**src/design/o3wd_pkg.sv**
```systemverilog
`default_nettype none
// ----------------------------------------------------------------------------
// o3wd_pkg: shared types and constants of the omni wheel drive
// Holds widths, register indexes, kinematic coefficients and the output clamp.
// ----------------------------------------------------------------------------
package o3wd_pkg;

  localparam int Wheels = 3;

  localparam int VelW    = 13;
  localparam int MeasW   = 14;
  localparam int SpW     = 16;
  localparam int ErrW    = 16;
  localparam int DiffW   = 17;
  localparam int GainW   = 16;
  localparam int IntegW  = 19;
  localparam int MagW    = 10;
  localparam int CfgIdxW = 2;

  localparam int PW   = GainW + 1 + ErrW;   // proportional and integral products
  localparam int DW   = GainW + 1 + DiffW;  // derivative product
  localparam int PdW  = DW + 1;             // P + D
  localparam int SumW = PdW + 1;            // P + D + integral

  // Q1.14 kinematic coefficients.
  localparam int KinW     = 29;
  localparam int CoefSin  = 14189;
  localparam int CoefFrac = 14;

  localparam int LimitQ8 = 999 * 256;

  typedef enum logic [CfgIdxW-1:0] {
    REG_PROP  = 2'd0,
    REG_INTEG = 2'd1,
    REG_DERIV = 2'd2,
    REG_NONE  = 2'd3
  } cfg_reg_e;

  typedef struct packed {
    logic [GainW-1:0] kp;
    logic [GainW-1:0] ki;
    logic [GainW-1:0] kd;
  } gains_t;

  // Load enables of the lane pipeline stages.
  typedef struct packed {
    logic ld1;
    logic ld2;
    logic ld3;
  } lane_ctrl_t;

  function automatic logic signed [IntegW-1:0] clamp_q8(input logic signed [SumW-1:0] v);
    logic signed [IntegW-1:0] r;
    if (v > SumW'(LimitQ8)) begin
      r = IntegW'(LimitQ8);
    end else if (v < -SumW'(LimitQ8)) begin
      r = -IntegW'(LimitQ8);
    end else begin
      r = v[IntegW-1:0];
    end
    return r;
  endfunction

endpackage
`default_nettype wire

```
**src/design/o3wd_merge.sv**
```systemverilog
`default_nettype none
// ----------------------------------------------------------------------------
// o3wd_merge: result register
// Gathers the three lanes' direction and magnitude into one result item and
// holds it until the consumer takes it.
// ----------------------------------------------------------------------------
module o3wd_merge (
  input  wire logic                           clk_i,
  input  wire logic                           rst_ni,
  input  wire logic                           load_i,
  input  wire logic                           out_ready_i,
  input  wire logic                           dir_i [o3wd_pkg::Wheels],
  input  wire logic [o3wd_pkg::MagW-1:0]      mag_i [o3wd_pkg::Wheels],
  output logic                                out_valid_o,
  output logic                                dir_o [o3wd_pkg::Wheels],
  output logic [o3wd_pkg::MagW-1:0]           mag_o [o3wd_pkg::Wheels]
);

  logic valid_q;
  logic dir_q [o3wd_pkg::Wheels];
  logic [o3wd_pkg::MagW-1:0] mag_q [o3wd_pkg::Wheels];

  always_ff @(posedge clk_i or negedge rst_ni) begin
    if (!rst_ni) begin
      valid_q <= 1'b0;
    end else begin
      valid_q <= load_i || (valid_q && !out_ready_i);
    end
  end

  always_ff @(posedge clk_i) begin
    if (load_i) begin
      dir_q <= dir_i;
      mag_q <= mag_i;
    end
  end

  assign out_valid_o = valid_q;
  assign dir_o       = dir_q;
  assign mag_o       = mag_q;

endmodule
`default_nettype wire

```
**config.mk**
```make
export PLATFORM = sky130hd
export DESIGN_NAME = o3wd_merge
export DESIGN_NICKNAME = d
export VERILOG_FILES = /design/src/design/o3wd_pkg.sv /design/src/design/o3wd_merge.sv
export SDC_FILE = /design/constraint.sdc
export NUM_CORES = 1
export LEC_CHECK = 0
export BUFFER_PORTS_ARGS = -buffer_cell sky130_fd_sc_hd__buf_2
export CELL_PAD_IN_SITES_DETAIL_PLACEMENT = 0
export CELL_PAD_IN_SITES_GLOBAL_PLACEMENT = 1
export CORE_ASPECT_RATIO = 1.4
export CORE_MARGIN = 4
export CORE_UTILIZATION = 31
export CTS_CLUSTER_SIZE = 24
export DETAILED_ROUTE_END_ITERATION = 12
export MAX_ROUTING_LAYER = met4
export PLACE_DENSITY_LB_ADDON = 0.1
export SETUP_SLACK_MARGIN = 0.02
export SYNTH_ARGS = -nofsm -noshare
export SYNTH_HDL_FRONTEND = slang
export SYNTH_SLANG_ARGS = --single-unit
export TNS_END_PERCENT = 30
```
**constraint.sdc**
```tcl
create_clock -name clk_i -period 0.8 [get_ports clk_i]
set_input_delay 0.16 -clock clk_i [delete_from_list [all_inputs] [get_ports clk_i]]
set_output_delay 0.16 -clock clk_i [all_outputs]
set_load 0.005 [all_outputs]
```
==> impl_metrics.csv <==
group,metric,value,unit
outcome,status,"complete, but fails checks",
outcome,violations,"setup timing",
critical_path,start_kind,"register",
critical_path,path_class,"reg2out",
global_routing,grt_pass1_wl,2980,microns
critical_path,r2r_setup_slack,-0.08,ns
floorplanning,dieArea,0.00431,sq mm
sta,tightestPinTransition,0.115,ns
sta,setup_violations,35,
placed_design,pre_cts_slack,0.0224,ns
final_layout,diodes,0,
synthesis,yosysWarnings,0,
synthesis,syn_nets,73,
clocking,numCtsBuffers,5,
final_layout,utilization,49.7,%
route,viasPerCell,3.97,
placed_design,dp_hpwl,1570,microns
sta,slew_violations,0,
route,ant_nets,0,
critical_path,max_stage_delay,0.38,ns
clocking,cts_tree,"built",
sta,fin_worst_skew,0,ns
power,power_density,2260,mW/mm^2
sta,finalCritPeriodShare,117,%
final_layout,fin_cells,157,
global_routing,grt_pass1_vias,675,
floorplanning,initial_core_util,32.6,%
global_routing,grt-ovfl-total,0,
sta,min_period,0.939,ns
placed_design,dp_cells,147,
global_routing,grt_max_degree,19,
critical_path,path_max_fanout,2,
final_layout,multi_input_area,7.51,sq um
global_routing,antenna_found_initial,0,
run,max_cap_viol_count,0,
clocking,cts_htree_levels,2,
worst_hold_path,hold_depth,1,
power,total_power,0.00354,W
synthesis,syn-cell-area,0.00103,sq mm
critical_path,critPathArrivalTime,0.78,ns
floorplanning,coreArea,0.00315,sq mm
route,drt_iter0_drc,11,
sta,setup_slack,-0.139,ns
final_layout,regArea,0.00102,sq mm
critical_path,worstPathRequired,0.64,ns
route,drt_pre_antenna_iters,2,
critical_path,end_kind,"output port",
clocking,cts_root_buf,"clkbuf_8",
placed_design,gp_congestion,0.652,
critical_path,reg2reg_to,"out_valid_o",
sta,hold_violations,0,
floorplanning,row_count,24,
synthesis,syn_avg_cell_area,28.5,sq um
critical_path,crit_chain,"buf_2",
clocking,cts_resized,0,
clocking,cts_buffer_depth,2,
placed_design,port_buffers,70,
synthesis,ys_seq_elements,34,
floorplanning,die_h,76.1,microns
floorplanning,die_x,56.7,microns
route,drt_wl_total,1900,microns
synthesis,yosysUniqueCellTypes,4,
critical_path,critPathTopFamily,"flip-flops",
sta,grt_setup_unrepaired,"yes",
critical_path,critical_path_buf_inv_count,1,
route,drc,0,
final_layout,nFillCells,284,
clocking,clock_insertion_delay_worst_skew,0.27,ns
final_layout,drive_gt1_share,66.9,%
floorplanning,pin_count,71,
clocking,path_clk_slew,0.06,ns
worst_hold_path,hp-start,"mag_i[25]",
critical_path,rr_worst_depth,3,
route,wl_per_cell,12.1,microns
route,num_vias,623,
sta,max_slew_margin,92.4,%
global_routing,grtUsageTotal,9.77,%
critical_path,reg2reg_from,"out_valid_o",
worst_hold_path,hold_class,"in2reg",
clocking,clock_sinks,34,
power,ir_drop,1340,uV
synthesis,syn_inst,36,
sta,fmax,1070,MHz
critical_path,crit_slowest_cell,"dfrtp_1",
worst_hold_path,min_to,"mag_o[25]",
final_layout,nNetsFinal,155,
synthesis,seq_area_frac_synth,98.9,%
power,p_leak,0.690,nW
final_layout,syn2layout_area_growth,52.6,%
==> per-layer routing <==
metal | track usage [%] | share of wire, %
met1 | 8.12 | 32
met2 | 16.6 | 52
met5 | - | 0
met4 | 4.28 | 1.9
met3 | 6.27 | 15
==> placed cells by master, fill, tap and decap left out <==
master         instances
buf_12                 2
dlygate4sd3_1          1
buf_2                 70
inv_1                  1
dfrtp_1                1
clkbuf_1               2
clkbuf_8               5
a21o_1                 1
edfxtp_1              33
buf_4                  2
==> through the flow <==
| step | instance area [sq um] | hold WS (ns) | TNS (ns) |
|---|---|---|---|
| floorplan | 1030 | -0.136 | 0 |
| CTS | 1560 | 0.0485 | -4.53 |
| finish | 1570 | 0.0577 | -4.04 |
| global route | 1570 | 0.0351 | -5.72 |
| detailed placement | 1470 | -0.0642 | 0 |
| global placement | 1470 | -0.0641 | 0 |
==> flip-flops by register name (all words and copies together), names as in the netlist <==
name and flops:
dir_o 3, mag_o 30, out_valid_o 1
==> logic make-up (layout without fill, tap and decap cells) <==
group           after synthesis  count (layout)  share of synthesized area (%)
compound gates                1               1                          0.731
buf+inv                       1              83                          0.365
flops                        34              34                           98.9
==> power by group <==
part,total [W],switching [W],leakage [nW],internal (W)
clock,0.00110,0.000501,0.0383,0.000597
sequential,0.00214,0.0000283,0.334,0.00211
combinational,0.000305,0.000127,0.318,0.000178
==> repair_timing <==
item / CTS / global route
buffers inserted: 1 / 1
hold buffers: 1 / 0
setup endpoints to repair: 34 / 35
hold endpoints to repair: 1 / 0
==> worst max-delay path by stage <==
stage	start	to	slack, ns	depth (start not counted)
floorplan	out_valid_o	out_valid_o	0.17	1
global placement	load_i	mag_o[27]	0.04	2
detailed placement	load_i	mag_o[0]	0.02	2
CTS	mag_o[19]	mag_o[19]	-0.15	1
global route	mag_o[1]	mag_o[1]	-0.19	1
finish	out_valid_o	out_valid_o	-0.14	1
==> synthesized netlist by cell type <==
master	n	area share [%]
a21o_1	1	0.73
edfxtp_1	33	96
inv_1	1	0.37
dfrtp_1	1	2.4
==> layout make-up <==
class,instances,share of cell area (%)
Clock buffer,7,4.87
Multi-Input combinational cell,1,0.479
Inverter,1,0.239
Tap cell,39,3.11
Timing Repair Buffer,75,26.5
Sequential cell,34,64.8
Power figures use the tool's default switching activity.
