[src/design/o3wd_pkg.sv]
`default_nettype none
// ----------------------------------------------------------------------------
// o3wd_pkg: shared types and constants of the omni wheel drive
// Holds widths, register indexes, kinematic coefficients and the output clamp.
// ----------------------------------------------------------------------------
package o3wd_pkg;

  localparam int Wheels = 3;

  localparam int VelW    = 13;
  localparam int MeasW   = 14;
  localparam int SpW     = 16;
  localparam int ErrW    = 16;
  localparam int DiffW   = 17;
  localparam int GainW   = 16;
  localparam int IntegW  = 19;
  localparam int MagW    = 10;
  localparam int CfgIdxW = 2;

  localparam int PW   = GainW + 1 + ErrW;   // proportional and integral products
  localparam int DW   = GainW + 1 + DiffW;  // derivative product
  localparam int PdW  = DW + 1;             // P + D
  localparam int SumW = PdW + 1;            // P + D + integral

  // Q1.14 kinematic coefficients.
  localparam int KinW     = 29;
  localparam int CoefSin  = 14189;
  localparam int CoefFrac = 14;

  localparam int LimitQ8 = 999 * 256;

  typedef enum logic [CfgIdxW-1:0] {
    REG_PROP  = 2'd0,
    REG_INTEG = 2'd1,
    REG_DERIV = 2'd2,
    REG_NONE  = 2'd3
  } cfg_reg_e;

  typedef struct packed {
    logic [GainW-1:0] kp;
    logic [GainW-1:0] ki;
    logic [GainW-1:0] kd;
  } gains_t;

  // Load enables of the lane pipeline stages.
  typedef struct packed {
    logic ld1;
    logic ld2;
    logic ld3;
  } lane_ctrl_t;

  function automatic logic signed [IntegW-1:0] clamp_q8(input logic signed [SumW-1:0] v);
    logic signed [IntegW-1:0] r;
    if (v > SumW'(LimitQ8)) begin
      r = IntegW'(LimitQ8);
    end else if (v < -SumW'(LimitQ8)) begin
      r = -IntegW'(LimitQ8);
    end else begin
      r = v[IntegW-1:0];
    end
    return r;
  endfunction

endpackage
`default_nettype wire

[src/design/o3wd_kin.sv]
`default_nettype none
// ----------------------------------------------------------------------------
// o3wd_kin: inverse kinematics and wheel setpoint registers
// Turns x, y and angular velocity into three wheel setpoints for wheels at
// 300, 60 and 180 degrees, dividing by 2^14 with truncation toward zero.
// ----------------------------------------------------------------------------
module o3wd_kin (
  input  wire logic                                clk_i,
  input  wire logic                                rst_ni,
  input  wire logic                                load_i,
  input  wire logic signed [o3wd_pkg::VelW-1:0]    vel_x_i,
  input  wire logic signed [o3wd_pkg::VelW-1:0]    vel_y_i,
  input  wire logic signed [o3wd_pkg::VelW-1:0]    vel_turn_i,
  output logic signed [o3wd_pkg::SpW-1:0]          setpoint_o [o3wd_pkg::Wheels]
);

  localparam int KW = o3wd_pkg::KinW;
  localparam int QW = KW - o3wd_pkg::CoefFrac;

  logic signed [KW-1:0] x_ext, y_ext, w_ext, x_term, common, sum_a, sum_b;
  logic signed [o3wd_pkg::VelW:0] diff_c;
  logic signed [o3wd_pkg::SpW-1:0] setpoint_d [o3wd_pkg::Wheels];
  logic signed [o3wd_pkg::SpW-1:0] setpoint_q [o3wd_pkg::Wheels];

  function automatic logic signed [QW-1:0] q14_trunc(input logic signed [KW-1:0] v);
    logic signed [QW-1:0] q;
    q = v[KW-1:o3wd_pkg::CoefFrac];
    // An arithmetic shift floors; negative values with a remainder move up by one.
    if (v[KW-1] && (|v[o3wd_pkg::CoefFrac-1:0])) begin
      q = q + QW'(1);
    end
    return q;
  endfunction

  always_comb begin
    x_ext  = KW'(vel_x_i);
    y_ext  = KW'(vel_y_i);
    w_ext  = KW'(vel_turn_i);
    x_term = x_ext * KW'(o3wd_pkg::CoefSin);
    common = (y_ext <<< (o3wd_pkg::CoefFrac - 1)) + (w_ext <<< o3wd_pkg::CoefFrac);
    sum_a  = common + x_term;
    sum_b  = common - x_term;
    // The third wheel divides exactly: its terms are all whole multiples of 2^14.
    diff_c = (o3wd_pkg::VelW+1)'(vel_turn_i) - (o3wd_pkg::VelW+1)'(vel_y_i);
    setpoint_d[0] = o3wd_pkg::SpW'(q14_trunc(sum_a));
    setpoint_d[1] = o3wd_pkg::SpW'(q14_trunc(sum_b));
    setpoint_d[2] = o3wd_pkg::SpW'(diff_c);
  end

  always_ff @(posedge clk_i or negedge rst_ni) begin
    if (!rst_ni) begin
      for (int i = 0; i < o3wd_pkg::Wheels; i++) begin
        setpoint_q[i] <= '0;
      end
    end else if (load_i) begin
      setpoint_q <= setpoint_d;
    end
  end

  assign setpoint_o = setpoint_q;

endmodule
`default_nettype wire

[config.mk]
export PLATFORM = sky130hd
export DESIGN_NAME = o3wd_kin
export DESIGN_NICKNAME = d
export VERILOG_FILES = /design/src/design/o3wd_pkg.sv /design/src/design/o3wd_kin.sv
export SDC_FILE = /design/constraint.sdc
export NUM_CORES = 1
export LEC_CHECK = 0
export BUFFER_PORTS_ARGS = -buffer_cell sky130_fd_sc_hd__buf_2
export CAP_MARGIN = 20
export CORE_ASPECT_RATIO = 0.7
export CORE_MARGIN = 2
export CORE_UTILIZATION = 44
export CTS_CLUSTER_DIAMETER = 100
export DETAILED_ROUTE_END_ITERATION = 8
export PLACE_DENSITY = 0.74
export RECOVER_POWER = 25
export SYNTH_ARGS = -nofsm -noshare
export SYNTH_HDL_FRONTEND = slang
export SYNTH_SLANG_ARGS = --single-unit
[constraint.sdc]
create_clock -name clk_i -period 1.6 [get_ports clk_i]
set_input_delay 0.32 -clock clk_i [delete_from_list [all_inputs] [get_ports clk_i]]
set_output_delay 0.32 -clock clk_i [all_outputs]
set_load 0.05 [all_outputs]
==> flow_metrics.tcl <==
set metrics [dict create \
    outcome "finished with violations" \
    violations "setup timing" \
    ys_seq_area_share_pct 12.6 \
    yosysUniqueCellTypes 67 \
    hold_viol 0 \
    route.detailed.drc 0 \
    cp-start-kind "input port" \
    clk_pin_slew_ns 0.07 \
    worst-path-max-fanout 5 \
    postRouteAntennaNets 0 \
    hold_ws_ns 0.423 \
    grt_pass1_vias 8458 \
    die-area_um2 21000 \
    dr.max_layer_used "met4" \
    drive_gt1_share_pct 45.1 \
    grt-ovfl-total 0 \
    core_um2 19600 \
    regArea_um2 1100 \
    synth_top_family_by_area "adder cells" \
    worstPathRequired_ns 1.78 \
    antenna_cells 0 \
    skew_ns 0 \
    fin_nets 1656 \
    slew_viol_final 0 \
    largest_reg_flops 44 \
    yosys_warnings 0 \
    start_util_pct 44.5 \
    clockRootBuffer "clkbuf_16" \
    synth_mux_area_share_pct 3.17 \
    h-tree-depth 2 \
    utilization_pct 68.0 \
    clock_latency_ns 0.30 \
    min_path_type "input port to flop" \
    cts_buffers 5 \
    viasPerCell 5.26 \
    wl_met3_mm 1.76 \
    endpoint_kind "flop" \
    die_y_um 122 \
    grt_pass1_wl_mm 41.4 \
    synthXorXnorAreaFrac_pct 8.25 \
    wl_mm 28.4 \
    multi_input_area_um2 7870 \
    wl_per_cell_um 17.2 \
    io_buffers 89 \
    fin_setup_tns_ns -178.76 \
    io-pin-count 90 \
    grt_max_degree 45 \
    clk_path_buf_depth 2 \
    mostFrequentLayoutCells "296 x buf_4, 168 x inv_1, 131 x ha_1" \
    synth_compound_area_share_pct 13.3 \
    relSlewSlack_pct 57.6 \
    arrival_ns 7.92 \
    syn2layout_area_growth_pct 53.0 \
    wl_met2_mm 13.5 \
    grtUsageTotal_pct 24.8 \
    vias 8694 \
    final_common_cell "buf_4" \
    synth_cells 982 \
    initialDrtViolationCount 511 \
    synthFlopType "dfrtp_1" \
    setup_viol 41 \
    critPathMaxStageDelay_ns 0.54 \
    ys_async_sr_fraction_pct 100 \
    path_class "input port to flop" \
    synth_fp_nets 1255 \
    wl_met1_mm 12.5 \
    fillers 1387 \
    synth_edf_count 0 \
    cts_tree "built" \
    gp_congestion 0.967 \
    cp_slowest_cell "fa_1" \
    fin_crit_ns 7.74 \
    maxCapViolations 0 \
    clkSinkCount 44 \
    antenna_found_initial 0 \
    synth_seq_cells 44 \
    syn_area_um2 8710 \
    max_slew.worst_pin.slew_ns 0.635 \
    rsz0062_at_grt "yes" \
    fp-row-count 43 \
    fmax_mhz 129 \
    min_period_over_period_pct 484 \
    synth_adder_area_share_pct 39.6 \
    setup_slack_ns -6.14 \
    hpwl_mm 20.4 \
    die_w_um 172 \
    drtPass1Iterations 5 \
    synth.avg_cell_area_um2 8.87 \
    synth_simple_gate_area_share_pct 12.9 \
]
==> synth_stat cells, types with 7 or more instances <==
library cell / count / share of area, %
dfrtp_1: 44 / 13
o21a_1: 11 / 0.95
xor2_1: 23 / 2.3
fa_1: 74 / 17
nor3_1: 18 / 1.0
inv_1: 177 / 7.6
a21boi_0: 10 / 0.86
a21oi_1: 56 / 3.2
nand2_1: 36 / 1.6
nor2b_1: 14 / 1.0
o21ai_0: 37 / 2.1
nand2b_1: 14 / 1.0
nor2_1: 67 / 2.9
o31ai_1: 9 / 0.78
nor4_1: 12 / 0.86
or2_2: 7 / 0.50
or3_1: 7 / 0.50
a21o_1: 10 / 0.86
ha_1: 157 / 23
mux2i_1: 7 / 0.80
xnor2_1: 59 / 5.9
mux2_2: 17 / 2.2
nand3_1: 14 / 0.80
clkbuf_1: 10 / 0.43
==> layer usage <==
layer / track usage, % / up-vias
met4: 2.84 / 0
li1: - / 4076
met3: 3.48 / 59
met5: 0 / -
met1: 35.2 / 4230
met2: 41.7 / 329
==> cell families after synthesis <==
| family | Yosys count |
|---|---|
| AOI/OAI and AO/OA | 176 |
| muxes | 25 |
| xor gates and xnor gates | 82 |
| and+or+nand+nor | 219 |
| adders and majority gates | 231 |
| DFF | 44 |
| buffers and inverters | 205 |
==> cell type report <==
cell class              count  area share (%)
well taps                 270            2.53
inverters                 178            5.18
clock inverters             3           0.347
flip-flops and latches     44            8.26
clock buffers               5           0.939
repair buffers            421            23.7
multi-input cells         733            59.0
==> worst max-delay path: cells and delay by family <==
| kind | cells | cell delay (ns) |
|---|---|---|
| xor+xnor | 2 | 0.27 |
| compound gates | 13 | 2.57 |
| fa+ha+maj | 8 | 3.03 |
| buf+inv | 3 | 0.21 |
| simple gates | 5 | 1.27 |
| mux | 1 | 0.26 |
==> metrics by stage <==
step                      std cells  worst slack (ns)  instance area (µm²)
final                          1654             -6.14                13300
after global routing           1654             -6.35                13300
after CTS                      1635             -5.95                12600
after detailed placement       1588             -6.53                11600
after global placement         1588             -6.26                11600
after floorplan                 982             -6.02                 8970
==> path summary, 6_finish.rpt <==
path	to	slack, ns	start	cells after the start
min	setpoint_o[30]$_DFFE_PN0P_	0.42	load_i	2
max	setpoint_o[26]$_DFFE_PN0P_	-6.14	vel_x_i[3]	32
max reg2reg	setpoint_o[13]$_DFFE_PN0P_	0.63	setpoint_o[13]$_DFFE_PN0P_	2
min in group asynchronous	setpoint_o[0]$_DFFE_PN0P_	0.67	rst_ni	3
min reg2reg	setpoint_o[6]$_DFFE_PN0P_	0.49	setpoint_o[6]$_DFFE_PN0P_	1
max in group asynchronous	setpoint_o[26]$_DFFE_PN0P_	0.48	rst_ni	3
==> timing repair <==
action,CTS,global route
setup endpoints to repair,40,40
pin swaps,86,72
resized for setup,115,127
setup buffers,40,31
hold endpoints to repair,7,0
hold buffers,1,0
Power is not shown: default switching activity piles up to over one toggle a cycle in this logic, so the estimate is an artifact.
